===== src/hdl/assert_macros.svh =====
// Assertion macros shared by the line convolution RTL.
`ifndef ASSERT_MACROS_SVH
`define ASSERT_MACROS_SVH
`ifndef SYNTH
// Checks that an expression holds at every clock edge out of reset.
`define ASSERT_ALWAYS(label, expr, msg) \
   label: assert property (@(posedge clock) disable iff (reset) (expr)) else $error(msg);
// Checks that a condition implies a consequence in the same cycle.
`define ASSERT_IMPLIES(label, ante, cons, msg) \
   label: assert property (@(posedge clock) disable iff (reset) (ante) |-> (cons)) \
      else $error(msg);
`else
`define ASSERT_ALWAYS(label, expr, msg)
`define ASSERT_IMPLIES(label, ante, cons, msg)
`endif
`endif


===== src/hdl/lcz_queue.sv =====
// Small first-in first-out queue built from registers.
module lcz_queue #(
   parameter int WIDTH = 8,
   parameter int DEPTH = 4
) (
   input  logic             clock,
   input  logic             reset,
   input  logic             wr_en,
   input  logic [WIDTH-1:0] wr_data,
   output logic             full,
   input  logic             rd_en,
   output logic [WIDTH-1:0] rd_data,
   output logic             empty
);

   localparam int PTR_W = (DEPTH > 1) ? $clog2(DEPTH) : 1;
   localparam int CNT_W = $clog2(DEPTH + 1);

   logic [WIDTH-1:0] mem_ff [DEPTH];
   logic [PTR_W-1:0] wr_ptr_ff, wr_ptr_in;
   logic [PTR_W-1:0] rd_ptr_ff, rd_ptr_in;
   logic [CNT_W-1:0] count_ff, count_in;
   logic             do_wr, do_rd;

   assign full    = (count_ff == CNT_W'(DEPTH));
   assign empty   = (count_ff == '0);
   assign do_wr   = wr_en && !full;
   assign do_rd   = rd_en && !empty;
   assign rd_data = mem_ff[rd_ptr_ff];

   // Pointer and fill count updates.
   always_comb begin
      wr_ptr_in = wr_ptr_ff;
      rd_ptr_in = rd_ptr_ff;
      count_in  = count_ff;
      if (do_wr) begin
         wr_ptr_in = (wr_ptr_ff == PTR_W'(DEPTH - 1)) ? '0 : wr_ptr_ff + 1'b1;
      end
      if (do_rd) begin
         rd_ptr_in = (rd_ptr_ff == PTR_W'(DEPTH - 1)) ? '0 : rd_ptr_ff + 1'b1;
      end
      if (do_wr && !do_rd) begin
         count_in = count_ff + 1'b1;
      end else if (do_rd && !do_wr) begin
         count_in = count_ff - 1'b1;
      end
   end

   always_ff @(posedge clock) begin
      if (reset) begin
         wr_ptr_ff <= '0;
         rd_ptr_ff <= '0;
         count_ff  <= '0;
      end else begin
         wr_ptr_ff <= wr_ptr_in;
         rd_ptr_ff <= rd_ptr_in;
         count_ff  <= count_in;
      end
   end

   // Storage holds payload only.
   always_ff @(posedge clock) begin
      if (do_wr) begin
         mem_ff[wr_ptr_ff] <= wr_data;
      end
   end

endmodule


===== config.mk =====
export PLATFORM = sky130hd
export DESIGN_NAME = lcz_queue
export DESIGN_NICKNAME = d
export VERILOG_FILES = /design/src/hdl/assert_macros.svh /design/src/hdl/lcz_queue.sv
export SDC_FILE = /design/constraint.sdc
export NUM_CORES = 1
export LEC_CHECK = 0
export BUFFER_PORTS_ARGS = -buffer_cell sky130_fd_sc_hd__buf_2
export CORE_MARGIN = 1
export CORE_UTILIZATION = 60
export DETAILED_ROUTE_END_ITERATION = 7
export MAX_ROUTING_LAYER = met4
export PLACE_DENSITY_LB_ADDON = 0.2
export RECOVER_POWER = 50
export SYNTH_ARGS = -nofsm -noshare
export SYNTH_HDL_FRONTEND = slang
export SYNTH_SLANG_ARGS = --single-unit

===== constraint.sdc =====
create_clock -name clock -period 4.4 [get_ports clock]
set_input_delay 1.1 -clock clock [delete_from_list [all_inputs] [get_ports clock]]
set_output_delay 1.1 -clock clock [all_outputs]
set_load 0.05 [all_outputs]

After elaboration in Yosys (flattened, before gate mapping) --
Memories as Yosys holds them, arrays and structs flattened. A register that Yosys moved wholly into a read port is not among the register bits. Cells that the tools add are included.
Word-level totals: RAM bits 32, bits of input ports 12, logic and storage cells 29, flip-flop bits (word level) 7, memories 1
Memories:
- mem_ff | words 4, width 8, rd ports 1, clocked after memory_dff 1, write ports 1, RTL line lcz_queue.sv:19 | logic [WIDTH-1:0] mem_ff [DEPTH];
Cells by class: mux-type cells 8, reductions and logical operators 10, $add $sub $neg 4, eq/ne operators 3
Operators with widths (number):
- two-way mux 2 bit | 4
- two-way mux 3 bit | 2
- adder 2 x 1 -> 2 bit, second input constant | 2
- == test 2 bit, second input constant | 2
- logical AND 1 bit | 4
- logical NOT 1 bit | 4
- adder 3 x 1 -> 3 bit, second input constant | 1
- == test 3 bit, second input constant | 1
- logical NOT 3 bit | 1
- subtractor 3 x 1 -> 3 bit, second input constant | 1
- two-way mux 1 bit | 2
- nonzero test 2 bit | 1

Longest topological paths before layout --
depth after elaboration 7, gate-level depth with buffers 10, gate-level depth less buffers 9

Worst setup path after synthesis --
No wires, ideal clock.
path kind input-to-reg, start point input port wr_en, end point register count_ff[2], setup time 70 ps, arrival time 2533 ps, required time 4330 ps, stages 8, slack 1797 ps, cells stage by stage inv_1 > nor2_2 > ha_1 > inv_1 > fa_1 > xor2_1 > or3_2 > a21oi_1
Between the ends: longest elaborated chain between the ends 4
Ends and longest elaborated chain:
- start: declaration | RTL line lcz_queue.sv:8 | input logic wr_en,
- logical AND 1 bit * | RTL line lcz_queue.sv:27 | assign do_wr = wr_en && !full;
- net do_wr | RTL line lcz_queue.sv:23 | logic do_wr, do_rd;
- logical NOT 1 bit | RTL line lcz_queue.sv:44 | end else if (do_rd && !do_wr) begin
- logical AND 1 bit | RTL line lcz_queue.sv:44
- nonzero test 2 bit (no source line)
- end signal: assignment | RTL line lcz_queue.sv:57 | count_ff <= count_in;
- end: declaration | RTL line lcz_queue.sv:22 | logic [CNT_W-1:0] count_ff, count_in;
The timed path passes the listed nets; every way through them passes the cells marked *. A chain may end at the register's enable or synchronous reset.

==> results.cfg <==
[run_status]
status = completed

[detailed_routing]
dr.first_iter.drc_count = 15
viasPerCell = 5.75
routed_wl_um = 2400
drt-wirelength-per-cell_um = 16.3
drc = 0
final_antenna_net_count = 0
firstDrtPassIters = 4
num_vias = 845

[place]
place_area_mm2 = 0.00176
routabilityCongestion = 0.717
dp.cells = 139
dp_slack_ns = 1.51
dp_hpwl_um = 1680
port_buffers = 21

[hold_path]
hold_class = flip-flop to flip-flop

[floorplan]
boundaryPins = 22
die_w_um = 54.4
num_rows = 18
core_area_mm2 = 0.00254
die_area_mm2 = 0.00296
die_h_um = 54.4
initial_core_util = 0.647

[power_and_ir_drop]
pwr-share-clk = 0.164
p_sw_frac = 0.371
power_frac_seq = 0.497
leakage_nw = 0.649
netSwitchingPower_mw = 0.386
combPwrFrac = 0.340
power_density_mw_per_mm2 = 581
ir_worst_vdd_uv = 490
total_power_mw = 1.04
internal_power_mw = 0.655

[grt]
grt_max_degree = 13
gr-usage-all-layers = 0.202
antenna_found_initial = 0
first_global_vias = 869
grt.overflow.total = 0
grt_pass1_wl_um = 3740

[logic_synthesis]
synth_cells = 92
syn_nets = 111
synth-seq-cells = 41
syn_avg_cell_area_um2 = 17.9
syn-cell-area_mm2 = 0.00165
async_reset_ff_frac = 0
synth_edf_count = 32
ys_types = 26
yosysSeqAreaShare = 0.694
synth-main-ff-cell = edfxtp_1
ys_warn_count = 0

[critical_path]
endpoint_kind = output port
worstPathRequired_ns = 3.30
path_class = flip-flop to output port
cp_max_fo = 8
startpoint_type = flip-flop
arrival_ns = 1.81

[sta]
setup_tns_ns = 0
finalHoldViolCount = 0
drv_slew = 0
rsz0062_at_grt = false
setup_violations = 0
fmax_mhz = 344
whs_ns = 0.525
worst-slew-pin-transition_ns = 0.547
relSlewSlack = 0.635
period_share = 0.661
fin_skew_ns = 0.00880
finalCriticalPeriod_ns = 2.91
setup_slack_ns = 1.49

[finish]
nFillCells = 177
syn2layout_area_growth_pct = 8.82
final_nets = 135
layout-drive-gt1-share = 0.274
diodes = 0
fin_util = 0.704
final_cell_area_mm2 = 0.00179
layout.cells.non_filler = 147

[clocking]
cts_made_buffers = 5
cts_tree = done
root_buffer = clkbuf_4
ctsHoldBuffers = 0
clkSinkCount = 41
cts_setup_buffers = 0
cts_resized = 0
clk_latency_ns = 0.33
cts_htree_levels = 2
clkTransAtPathRegs_ns = 0.10
clockBufferDepth = 2

[run]
maxCapViolations = 0
## kinds of logic after synthesis
logic type	Yosys count	share of synthesized area
XOR/XNOR	2	0.0106
multiplexers	10	0.122
buffers and inverters	9	0.0289
AO/OA/AOI/OAI	7	0.0304
flip-flops	41	0.694
adder cells (fa/ha/maj)	7	0.0578
AND/OR/NAND/NOR	16	0.0570
## power by group through the flow
stage / clock [mW] / combinational [mW] / sequential, mW
after floorplan: 0 / 0.317 / 0.502
after global placement: 0 / 0.352 / 0.526
after detailed placement: 0 / 0.361 / 0.530
after CTS: 0.175 / 0.361 / 0.521
after global routing: 0.190 / 0.382 / 0.527
final: 0.170 / 0.354 / 0.517
## cell usage after synthesis (2+ instances only)
library cell / n / area, um2
nor3_1: 2 / 10.0
nor2_1: 3 / 11.3
o31ai_2: 2 / 25.0
inv_1: 4 / 15.0
a21oi_1: 3 / 15.0
mux2i_1: 2 / 20.0
ha_1: 6 / 75.1
mux4_2: 8 / 180
xor2_1: 2 / 17.5
dfxtp_1: 9 / 180
nand3_1: 2 / 10.0
edfxtp_1: 32 / 961
and3_2: 4 / 30.0
## placed cells by master (no fill, tap or decap), types with 3 or more instances in the layout
master    count
a21oi_1       3
buf_2        12
clkbuf_1     10
clkbuf_4      5
dfxtp_1       9
edfxtp_1     32
ha_1          6
inv_1         4
mux4_2        8
nor2_1        4
## critical path: stages (launching register included)
cell and delay [ns]:
dfxtp_1 0.68, mux4_2 0.58, buf_2 0.22
## layer usage
metal | share of wire | track usage | vias up | routed length, um
met5 | 0 | - | - | 0
met2 | 0.50 | 0.319 | 23 | 1200
met1 | 0.43 | 0.211 | 409 | 1030
met3 | 0.045 | 0.0806 | 8 | 109
li1 | - | - | 405 | -
met4 | 0.025 | 0.124 | 0 | 61
## final timing paths
| kind | slack, ns | to | startpoint | depth (start not counted) |
|---|---|---|---|---|
| worst max register to register | 1.89 | count_ff[2] | count_ff[0] | 9 |
| worst max-delay path | 1.49 | rd_data[5] | flip-flop | 2 |
| worst min register to register | 0.53 | flip-flop | rd_ptr_ff[0] | 2 |
| worst min-delay path | 0.53 | flip-flop | rd_ptr_ff[0] | 2 |
## registers in the layout, indices dropped and copies added, names as in the netlist, named ones only
signal / flops
count_ff: 3
mem_ff: 32
rd_ptr_ff: 2
wr_ptr_ff: 2
## area by class of cell
type                       count  area (um2)  area share
sequential                    41        1140       0.637
clock inverter                 2        10.0     0.00559
timing repair buffer          21        93.8      0.0524
tap                           30        37.5      0.0210
clock buffer                   6        41.3      0.0231
multi-input combinational     42         447       0.249
inverter                       5        20.0      0.0112
(Power assumes the default switching activity.)
