===== src/hdl/assert_macros.svh =====
// Assertion macros shared by the line convolution RTL.
`ifndef ASSERT_MACROS_SVH
`define ASSERT_MACROS_SVH
`ifndef SYNTH
// Checks that an expression holds at every clock edge out of reset.
`define ASSERT_ALWAYS(label, expr, msg) \
   label: assert property (@(posedge clock) disable iff (reset) (expr)) else $error(msg);
// Checks that a condition implies a consequence in the same cycle.
`define ASSERT_IMPLIES(label, ante, cons, msg) \
   label: assert property (@(posedge clock) disable iff (reset) (ante) |-> (cons)) \
      else $error(msg);
`else
`define ASSERT_ALWAYS(label, expr, msg)
`define ASSERT_IMPLIES(label, ante, cons, msg)
`endif
`endif


===== src/hdl/lcz_pkg.sv =====
// Shared types and constants of the line convolution block.
package lcz_pkg;

   // Field widths.
   localparam int NUM_COEFS = 7;
   localparam int SAMPLE_W  = 16;
   localparam int COEF_W    = 16;
   localparam int OUT_W     = 24;
   localparam int PROD_W    = SAMPLE_W + COEF_W;
   localparam int SUM_W     = PROD_W + 3;

   // Results per word at most, and queue depths.
   localparam int MAX_OUT   = 4;
   localparam int JOB_DEPTH = 4;
   localparam int OUT_DEPTH = 4;

   // Saturation bounds of the filtered value.
   localparam int SAT_HI = 8388607;
   localparam int SAT_LO = -8388608;

   // Register indexes of the configuration port.
   localparam logic [2:0] CSR_TAP_COUNT = 3'd0;
   localparam logic [2:0] CSR_COEF_0    = 3'd1;
   localparam logic [2:0] CSR_COEF_6    = 3'd7;

   // Value of the first coefficient after reset: a gain of one in Q4.12.
   localparam logic [COEF_W-1:0] COEF_0_RESET = 16'd4096;

   typedef logic [NUM_COEFS-1:0][COEF_W-1:0]   coef_set_type;
   typedef logic [NUM_COEFS-1:0][SAMPLE_W-1:0] win_set_type;

   // One classified input word: the window after it and the results it releases.
   typedef struct packed {
      win_set_type win;
      logic [1:0]  first_dist;
      logic [2:0]  count;
      logic        last;
   } job_type;

   typedef struct packed {
      logic [OUT_W-1:0] filtered;
      logic             clipped;
      logic             line_done;
   } rsp_type;

endpackage


===== src/hdl/lcz_front.sv =====
// Front end: takes samples, keeps the window and line counts, and classifies each word.
module lcz_front #(
   parameter int MAX_TAPS = 7,
   parameter int MAX_LINE = 4096
) (
   input  logic                                 clock,
   input  logic                                 reset,
   input  logic                                 accept,
   input  logic signed [lcz_pkg::SAMPLE_W-1:0]  sample,
   input  logic                                 line_end,
   input  logic [2:0]                           taps,
   output logic                                 job_push,
   output lcz_pkg::job_type                     job
);

   localparam int WIN_DEPTH = (MAX_TAPS < lcz_pkg::NUM_COEFS) ? MAX_TAPS : lcz_pkg::NUM_COEFS;
   localparam int CNT_W     = $clog2(MAX_LINE);

   logic [lcz_pkg::SAMPLE_W-1:0] win_ff [WIN_DEPTH];
   logic [lcz_pkg::SAMPLE_W-1:0] win_in [WIN_DEPTH];
   logic [lcz_pkg::SAMPLE_W-1:0] win_shift [WIN_DEPTH];
   logic [CNT_W-1:0]             recv_ff, recv_in;
   logic [CNT_W:0]               recv_next;
   logic [1:0]                   pend_ff, pend_in;
   logic [2:0]                   pend_new, right, count;
   logic                         last;

   // Window after the new sample shifts in, newest first.
   always_comb begin
      win_shift[0] = sample;
      for (int i = 1; i < WIN_DEPTH; i++) begin
         win_shift[i] = win_ff[i-1];
      end
   end

   // Results released by this word: the pending positions up to the emit point.
   always_comb begin
      recv_next = {1'b0, recv_ff} + 1'b1;
      last      = line_end || (recv_next == (CNT_W+1)'(MAX_LINE));
      pend_new  = {1'b0, pend_ff} + 3'd1;
      right     = taps - 3'd1 - (taps >> 1);
      if (last) begin
         count = pend_new;
      end else if (pend_new > right) begin
         count = pend_new - right;
      end else begin
         count = 3'd0;
      end
      if (count > 3'(lcz_pkg::MAX_OUT)) begin
         count = 3'(lcz_pkg::MAX_OUT);
      end
   end

   // Window snapshot travels with the word; taps past the window read zero.
   for (genvar g = 0; g < lcz_pkg::NUM_COEFS; g++) begin : g_snap
      if (g < WIN_DEPTH) begin : g_held
         assign job.win[g] = win_shift[g];
      end else begin : g_zero
         assign job.win[g] = '0;
      end
   end

   assign job.first_dist = 2'(pend_new - 3'd1);
   assign job.count      = count;
   assign job.last       = last;
   assign job_push       = accept && (count != 3'd0);

   // Next state; the end of a line clears window and counts.
   always_comb begin
      win_in  = win_ff;
      recv_in = recv_ff;
      pend_in = pend_ff;
      if (accept) begin
         if (last) begin
            for (int i = 0; i < WIN_DEPTH; i++) begin
               win_in[i] = '0;
            end
            recv_in = '0;
            pend_in = '0;
         end else begin
            win_in  = win_shift;
            recv_in = recv_next[CNT_W-1:0];
            pend_in = 2'(pend_new - count);
         end
      end
   end

   always_ff @(posedge clock) begin
      if (reset) begin
         for (int i = 0; i < WIN_DEPTH; i++) begin
            win_ff[i] <= '0;
         end
         recv_ff <= '0;
         pend_ff <= '0;
      end else begin
         win_ff  <= win_in;
         recv_ff <= recv_in;
         pend_ff <= pend_in;
      end
   end

endmodule


===== config.mk =====
export PLATFORM = sky130hd
export DESIGN_NAME = lcz_front
export DESIGN_NICKNAME = d
export VERILOG_FILES = /design/src/hdl/assert_macros.svh /design/src/hdl/lcz_pkg.sv /design/src/hdl/lcz_front.sv
export SDC_FILE = /design/constraint.sdc
export NUM_CORES = 1
export LEC_CHECK = 0
export BUFFER_PORTS_ARGS = -buffer_cell sky130_fd_sc_hd__buf_4
export CAP_MARGIN = 20
export CORE_UTILIZATION = 52
export CTS_CLUSTER_SIZE = 40
export DETAILED_ROUTE_END_ITERATION = 8
export GPL_TIMING_DRIVEN = 0
export PLACE_DENSITY_LB_ADDON = 0.15
export RECOVER_POWER = 50
export SETUP_SLACK_MARGIN = 0.05
export SLEW_MARGIN = 10
export SYNTH_ARGS = -nofsm -noshare
export SYNTH_HDL_FRONTEND = slang
export SYNTH_SLANG_ARGS = --single-unit

===== constraint.sdc =====
create_clock -name clock -period 5 [get_ports clock]
set_input_delay 0.25 -clock clock [delete_from_list [all_inputs] [get_ports clock]]
set_output_delay 0.25 -clock clock [all_outputs]
set_load 0.1 [all_outputs]

Word level (Yosys, flattened, before mapping)
Cells that the tools add are included.
{ "op_classes": {"n_mux": 6, "n_reduce_logical": 3, "n_addsub": 7, "n_lt_le_gt_ge": 2, "eq_ne": 1} }
{ "op_table": {"columns": ["operator", "count"], "rows": [
  ["$mux 112", 1],
  ["$add 12x1->13 const B", 1],
  ["$eq 13x13->1 const B", 1],
  ["$mux 12", 1],
  ["$mux 3", 3],
  ["$add 2x1->3 const B", 1],
  ["$gt 3x3->1", 1],
  ["$gt 3x3->1 const B", 1],
  ["$reduce_bool 3->1", 1],
  ["$sub 3x1->3 const B", 1],
  ["$sub 3x2->3", 1],
  ["$sub 3x3->3", 1],
  ["$mux 2", 1],
  ["$sub 2x1->2 const B", 1],
  ["$sub 2x2->2", 1],
  ["$logic_and 1x1->1", 1],
  ["$logic_or 1x1->1", 1]
]} }
{ "totals": {"register_bits": 110, "word_cells": 27, "out_inout_bits": 119, "inputBits": 23} }

Longest topological paths before layout
{ "depth": {"ltp_word": 9, "depth_mapped": 13, "mapped_depth_nobuf": 13} }

Worst setup path before layout
OpenSTA, ideal clock, no wires.
{ "synth_timing": {"path_kind": "input port to output port", "start": "input port taps[1]", "end": "output port job_push", "required_time_ns": 4.750, "path_stages": 10, "arrival_time_ns": 4.192, "path_buffers": 0, "setup_slack_ns": 0.558, "path_cell_list": "inv_1 ha_1 fa_1 inv_1 fa_1 xor2_1 o21ai_0 a21oi_1 nor2_1 a311oi_1"} }
{ "synth_via": {"elab_chain_len": 9, "elab_cells_between_ends": 10, "cone_classes": "3 x add/sub; 2 x order compare; 3 x mux; 2 x reduce/logical"} }
{ "synth_lines": {"columns": ["element", "line_no", "rtl"], "rows": [
  ["start: declaration", "lcz_front.sv:11", "input logic [2:0] taps,"],
  ["$sub 3x1->3", "lcz_front.sv:41", "right = taps - 3'd1 - (taps >> 1);"],
  ["$sub 3x2->3 *", "lcz_front.sv:41", null],
  ["$sub 3x3->3 / $gt 3x3->1 (equally long branches)", "lcz_front.sv:45, lcz_front.sv:44", null],
  ["$mux 3 *", "lcz_front.sv:44", "end else if (pend_new > right) begin"],
  ["$mux 3 *", "lcz_front.sv:42", "if (last) begin"],
  ["$gt 3x3->1", "lcz_front.sv:49", "if (count > 3'(lcz_pkg::MAX_OUT)) begin"],
  ["$mux 3 *", "lcz_front.sv:49", null],
  ["$reduce_bool 3->1 *", "lcz_front.sv:66", "assign job_push = accept && (count != 3'd0);"],
  ["$logic_and 1x1->1 *", "lcz_front.sv:66", null],
  ["end: declaration", "lcz_front.sv:12", "output logic job_push,"]
]} }
Mark *: on every way between the ends. The rest lies on a longest branch, timed or not.

Final worst setup path
{ "layout_timing": {"start": "register pend_ff[0]", "end": "output port job_push"} }
{ "layout_via": {"elab_chain_len": 8, "elab_cells_between_ends": 9, "cone_classes": "2 x add/sub; 2 x order compare; 3 x mux; 2 x reduce/logical"} }
{ "layout_lines": {"columns": ["element", "line_no", "rtl"], "rows": [
  ["start: declaration", "lcz_front.sv:24", "logic [1:0] pend_ff, pend_in;"],
  ["start signal: assignment", "lcz_front.sv:98", "pend_ff <= pend_in;"],
  ["$add 2x1->3 *", "lcz_front.sv:40", "pend_new = {1'b0, pend_ff} + 3'd1;"],
  ["$sub 3x3->3 / $gt 3x3->1 (equally long branches)", "lcz_front.sv:45, lcz_front.sv:44", null],
  ["$mux 3", "lcz_front.sv:44", null],
  ["$mux 3 *", "lcz_front.sv:42", null],
  ["$gt 3x3->1", "lcz_front.sv:49", null],
  ["$mux 3 *", "lcz_front.sv:49", null],
  ["$reduce_bool 3->1 *", "lcz_front.sv:66", null],
  ["$logic_and 1x1->1 *", "lcz_front.sv:66", null]
]} }
Marks and branches as above.

==> impl_metrics.yaml <==
layout:
  fillCellCount: 855
  final_area_um2: 5590
  final_common_cell: "clkbuf_1"
  fin_nets: 759
  layout_common_cells: "clkbuf_1 (141), nand2_1 (113), dfxtp_1 (110)"
  stdcell_count: 840
  syn2layout_area_growth_pct: 20.7
  layout-drive-gt1-share_pct: 11.3
  diodes: 0
sta:
  fin_crit_sh_pct: 65.2
  hold_violations: 0
  setup_tns_ns: 0
  setup_viol: 0
  finalMaxSlewViolations: 0
  skew_ns: 0.0206
  fmax_mhz: 307
  max_slew.worst_pin.slew_ns: 1.23
  finalCriticalPeriod_ns: 3.26
  rsz0062_at_grt: "false"
  maxSlewHeadroom_pct: 18.1
detailed_routing:
  vias_per_cell: 5.55
  wl_mm: 12.9
  drt_iter0_markers: 170
  drc: 0
  ant_nets: 0
  vias: 4662
  wl_per_cell_um: 15.3
  dr.pass1.iters: 4
clock_tree:
  cts_buffer_depth: 2
  clk_latency_ns: 0.38
  root_buffer: "clkbuf_8"
  cts_made_buffers: 9
  hold_buffers: 0
  h-tree-depth: 3
  post_cts_buffers: 0
  tritoncts: "yes"
  clock_sinks: 110
  cts.repair.resized: 0
  cts.clk_slew.worst_paths_ns: 0.11
placed_design:
  placed_area_um2: 5810
  io_buffers: 139
  dp_cells: 824
  dp_hpwl_mm: 9.64
  globalplace.congestion: 0.863
global_route:
  busiest_layer: "met2"
  grtUsageMet1_pct: 36.7
  grt_max_degree: 22
  grt_use_met3_pct: 3.48
  grt_pass1_wl_mm: 19.9
  grt_usage_pct: 28.2
  grt_pass1_vias: 4036
  grt_util_met2_pct: 47.6
  antenna_found_initial: 0
  grt_overflow_total: 0
yosys:
  yosysWarnings: 0
  synth-seq-area-share_pct: 47.6
  ys_ff_latch: 110
  ys_async_sr_fraction_pct: 0
  netlist_area_um2: 4630
  synth-edff-count: 0
  synth_nets: 609
  syn_area_per_cell_um2: 8.03
  ys.flop_type: "dfxtp_1"
  yosysUniqueCellTypes: 41
  synthCells: 577
power:
  p_per_area_nw_per_um2: 313
  ir_drop_mv: 0.195
  p_leak_nw: 1.87
job:
  cap_violations: 0
floorplanning:
  die_area_um2: 9290
  start_util_pct: 53.4
  ios: 142
  fp.dieW_um: 96.4
  rows: 34
  coreArea_um2: 8680
  die_h_um: 96.4
critical_path:
  r2r-end: "pend_ff[0]"
  critPathLaunch: "pend_ff[0]"
  rr_startpoint: "pend_ff[0]"
  endpoint_kind: "output port"
  cp-start-kind: "flop"
  r2r_setup_slack_ns: 1.97
  ff2ff_path_depth: 9
  worstSetupPathType: "flop to output port"
  crit_arrival_ns: 3.01
  required_ns: 4.75
  critPathMaxFanout: 8
  worstSetupEndpoint: "job_push"
hold_path:
  min_path_type: "input pin to flop"
outcome:
  status: "completed"
sequential cells by signal, summed over array words and instances (netlist names):
name	count
job	96
pend_ff	2
recv_ff	12
where the power goes:
part | total, mW | internal, mW | switching, mW
sequential | 0.893 | 0.884 | 0.00851
combinational | 0.323 | 0.0713 | 0.252
clock | 0.534 | 0.198 | 0.336
layout make-up:
cell class,count,area [um2],share of cell area (%)
clock buffers,9,124,2.22
repair buffers,139,623,11.2
well taps,108,135,2.42
inverters,7,28.8,0.515
clock inverters,7,75.1,1.34
plain buffers,64,327,5.84
multi-input cells,396,2070,37.1
flip-flops and latches,110,2200,39.4
cells in the mapped netlist, types with 2 or more instances:
library cell,count,area (um2)
buf_6,2,22.5
nand2_1,113,424
nor2_1,12,45.0
dfxtp_1,110,2200
buf_4,18,135
a22oi_1,2,15.0
a31oi_1,3,18.8
nor3_1,7,35.0
inv_1,5,18.8
ha_1,7,87.6
nand3_2,10,100
or4_1,2,15.0
o21ai_0,8,40.0
buf_1,12,45.0
nand3_1,94,470
a21oi_1,108,541
buf_2,3,15.0
fa_1,2,40.0
clkbuf_1,29,109
nand3b_1,3,22.5
or3_1,2,12.5
nand4_1,3,18.8
xor2_1,4,35.0
worst max-delay path: stages, from the launching register on:
cell	delay, ns
dfxtp_1	0.52
ha_1	0.40
fa_1	0.50
xor2_1	0.28
o21ai_0	0.14
a21oi_1	0.18
nor2_1	0.06
a311oi_1	0.24
buf_4	0.33
how the worst min path moves through the flow:
stage | startpoint | endpoint | cells past startpoint
2_1_floorplan | sample[0] | job[22] | 2
3_3_place_gp | job[105] | job[105] | 2
3_5_place_dp | job[102] | job[102] | 2
4_1_cts | sample[9] | job[31] | 3
5_1_grt | sample[0] | job[22] | 3
6_report | sample[9] | job[31] | 3
layer usage:
layer	wire, um	vias up
met1	5640	2202
met4	210	0
li1	-	2270
met2	6290	169
met3	744	21
met5	0	-
cell families (layout without fill, tap and decap cells):
logic type | count (synthesis) | after routing | share of synthesized area (%)
AND/OR/NAND/NOR | 254 | 254 | 26.4
AO/OA/AOI/OAI | 127 | 127 | 14.4
flip-flops | 110 | 110 | 47.6
buffers and inverters | 71 | 226 | 7.67
adder cells (fa/ha/maj) | 9 | 9 | 2.76
XOR/XNOR | 5 | 5 | 0.946
multiplexers | 1 | 1 | 0.243
metrics by stage:
stage	utilization, %	worst slack [ns]	hold slack [ns]	power (mW)
detailed placement	66.9	1.73	0.454	1.25
finish	64.4	1.74	0.149	1.75
global route	64.4	1.64	0.158	1.81
CTS	69.2	1.79	0.147	1.77
global placement	66.9	1.84	0.450	1.24
floorplan	-	0.558	0.418	1.17
(Power assumes the default switching activity.)
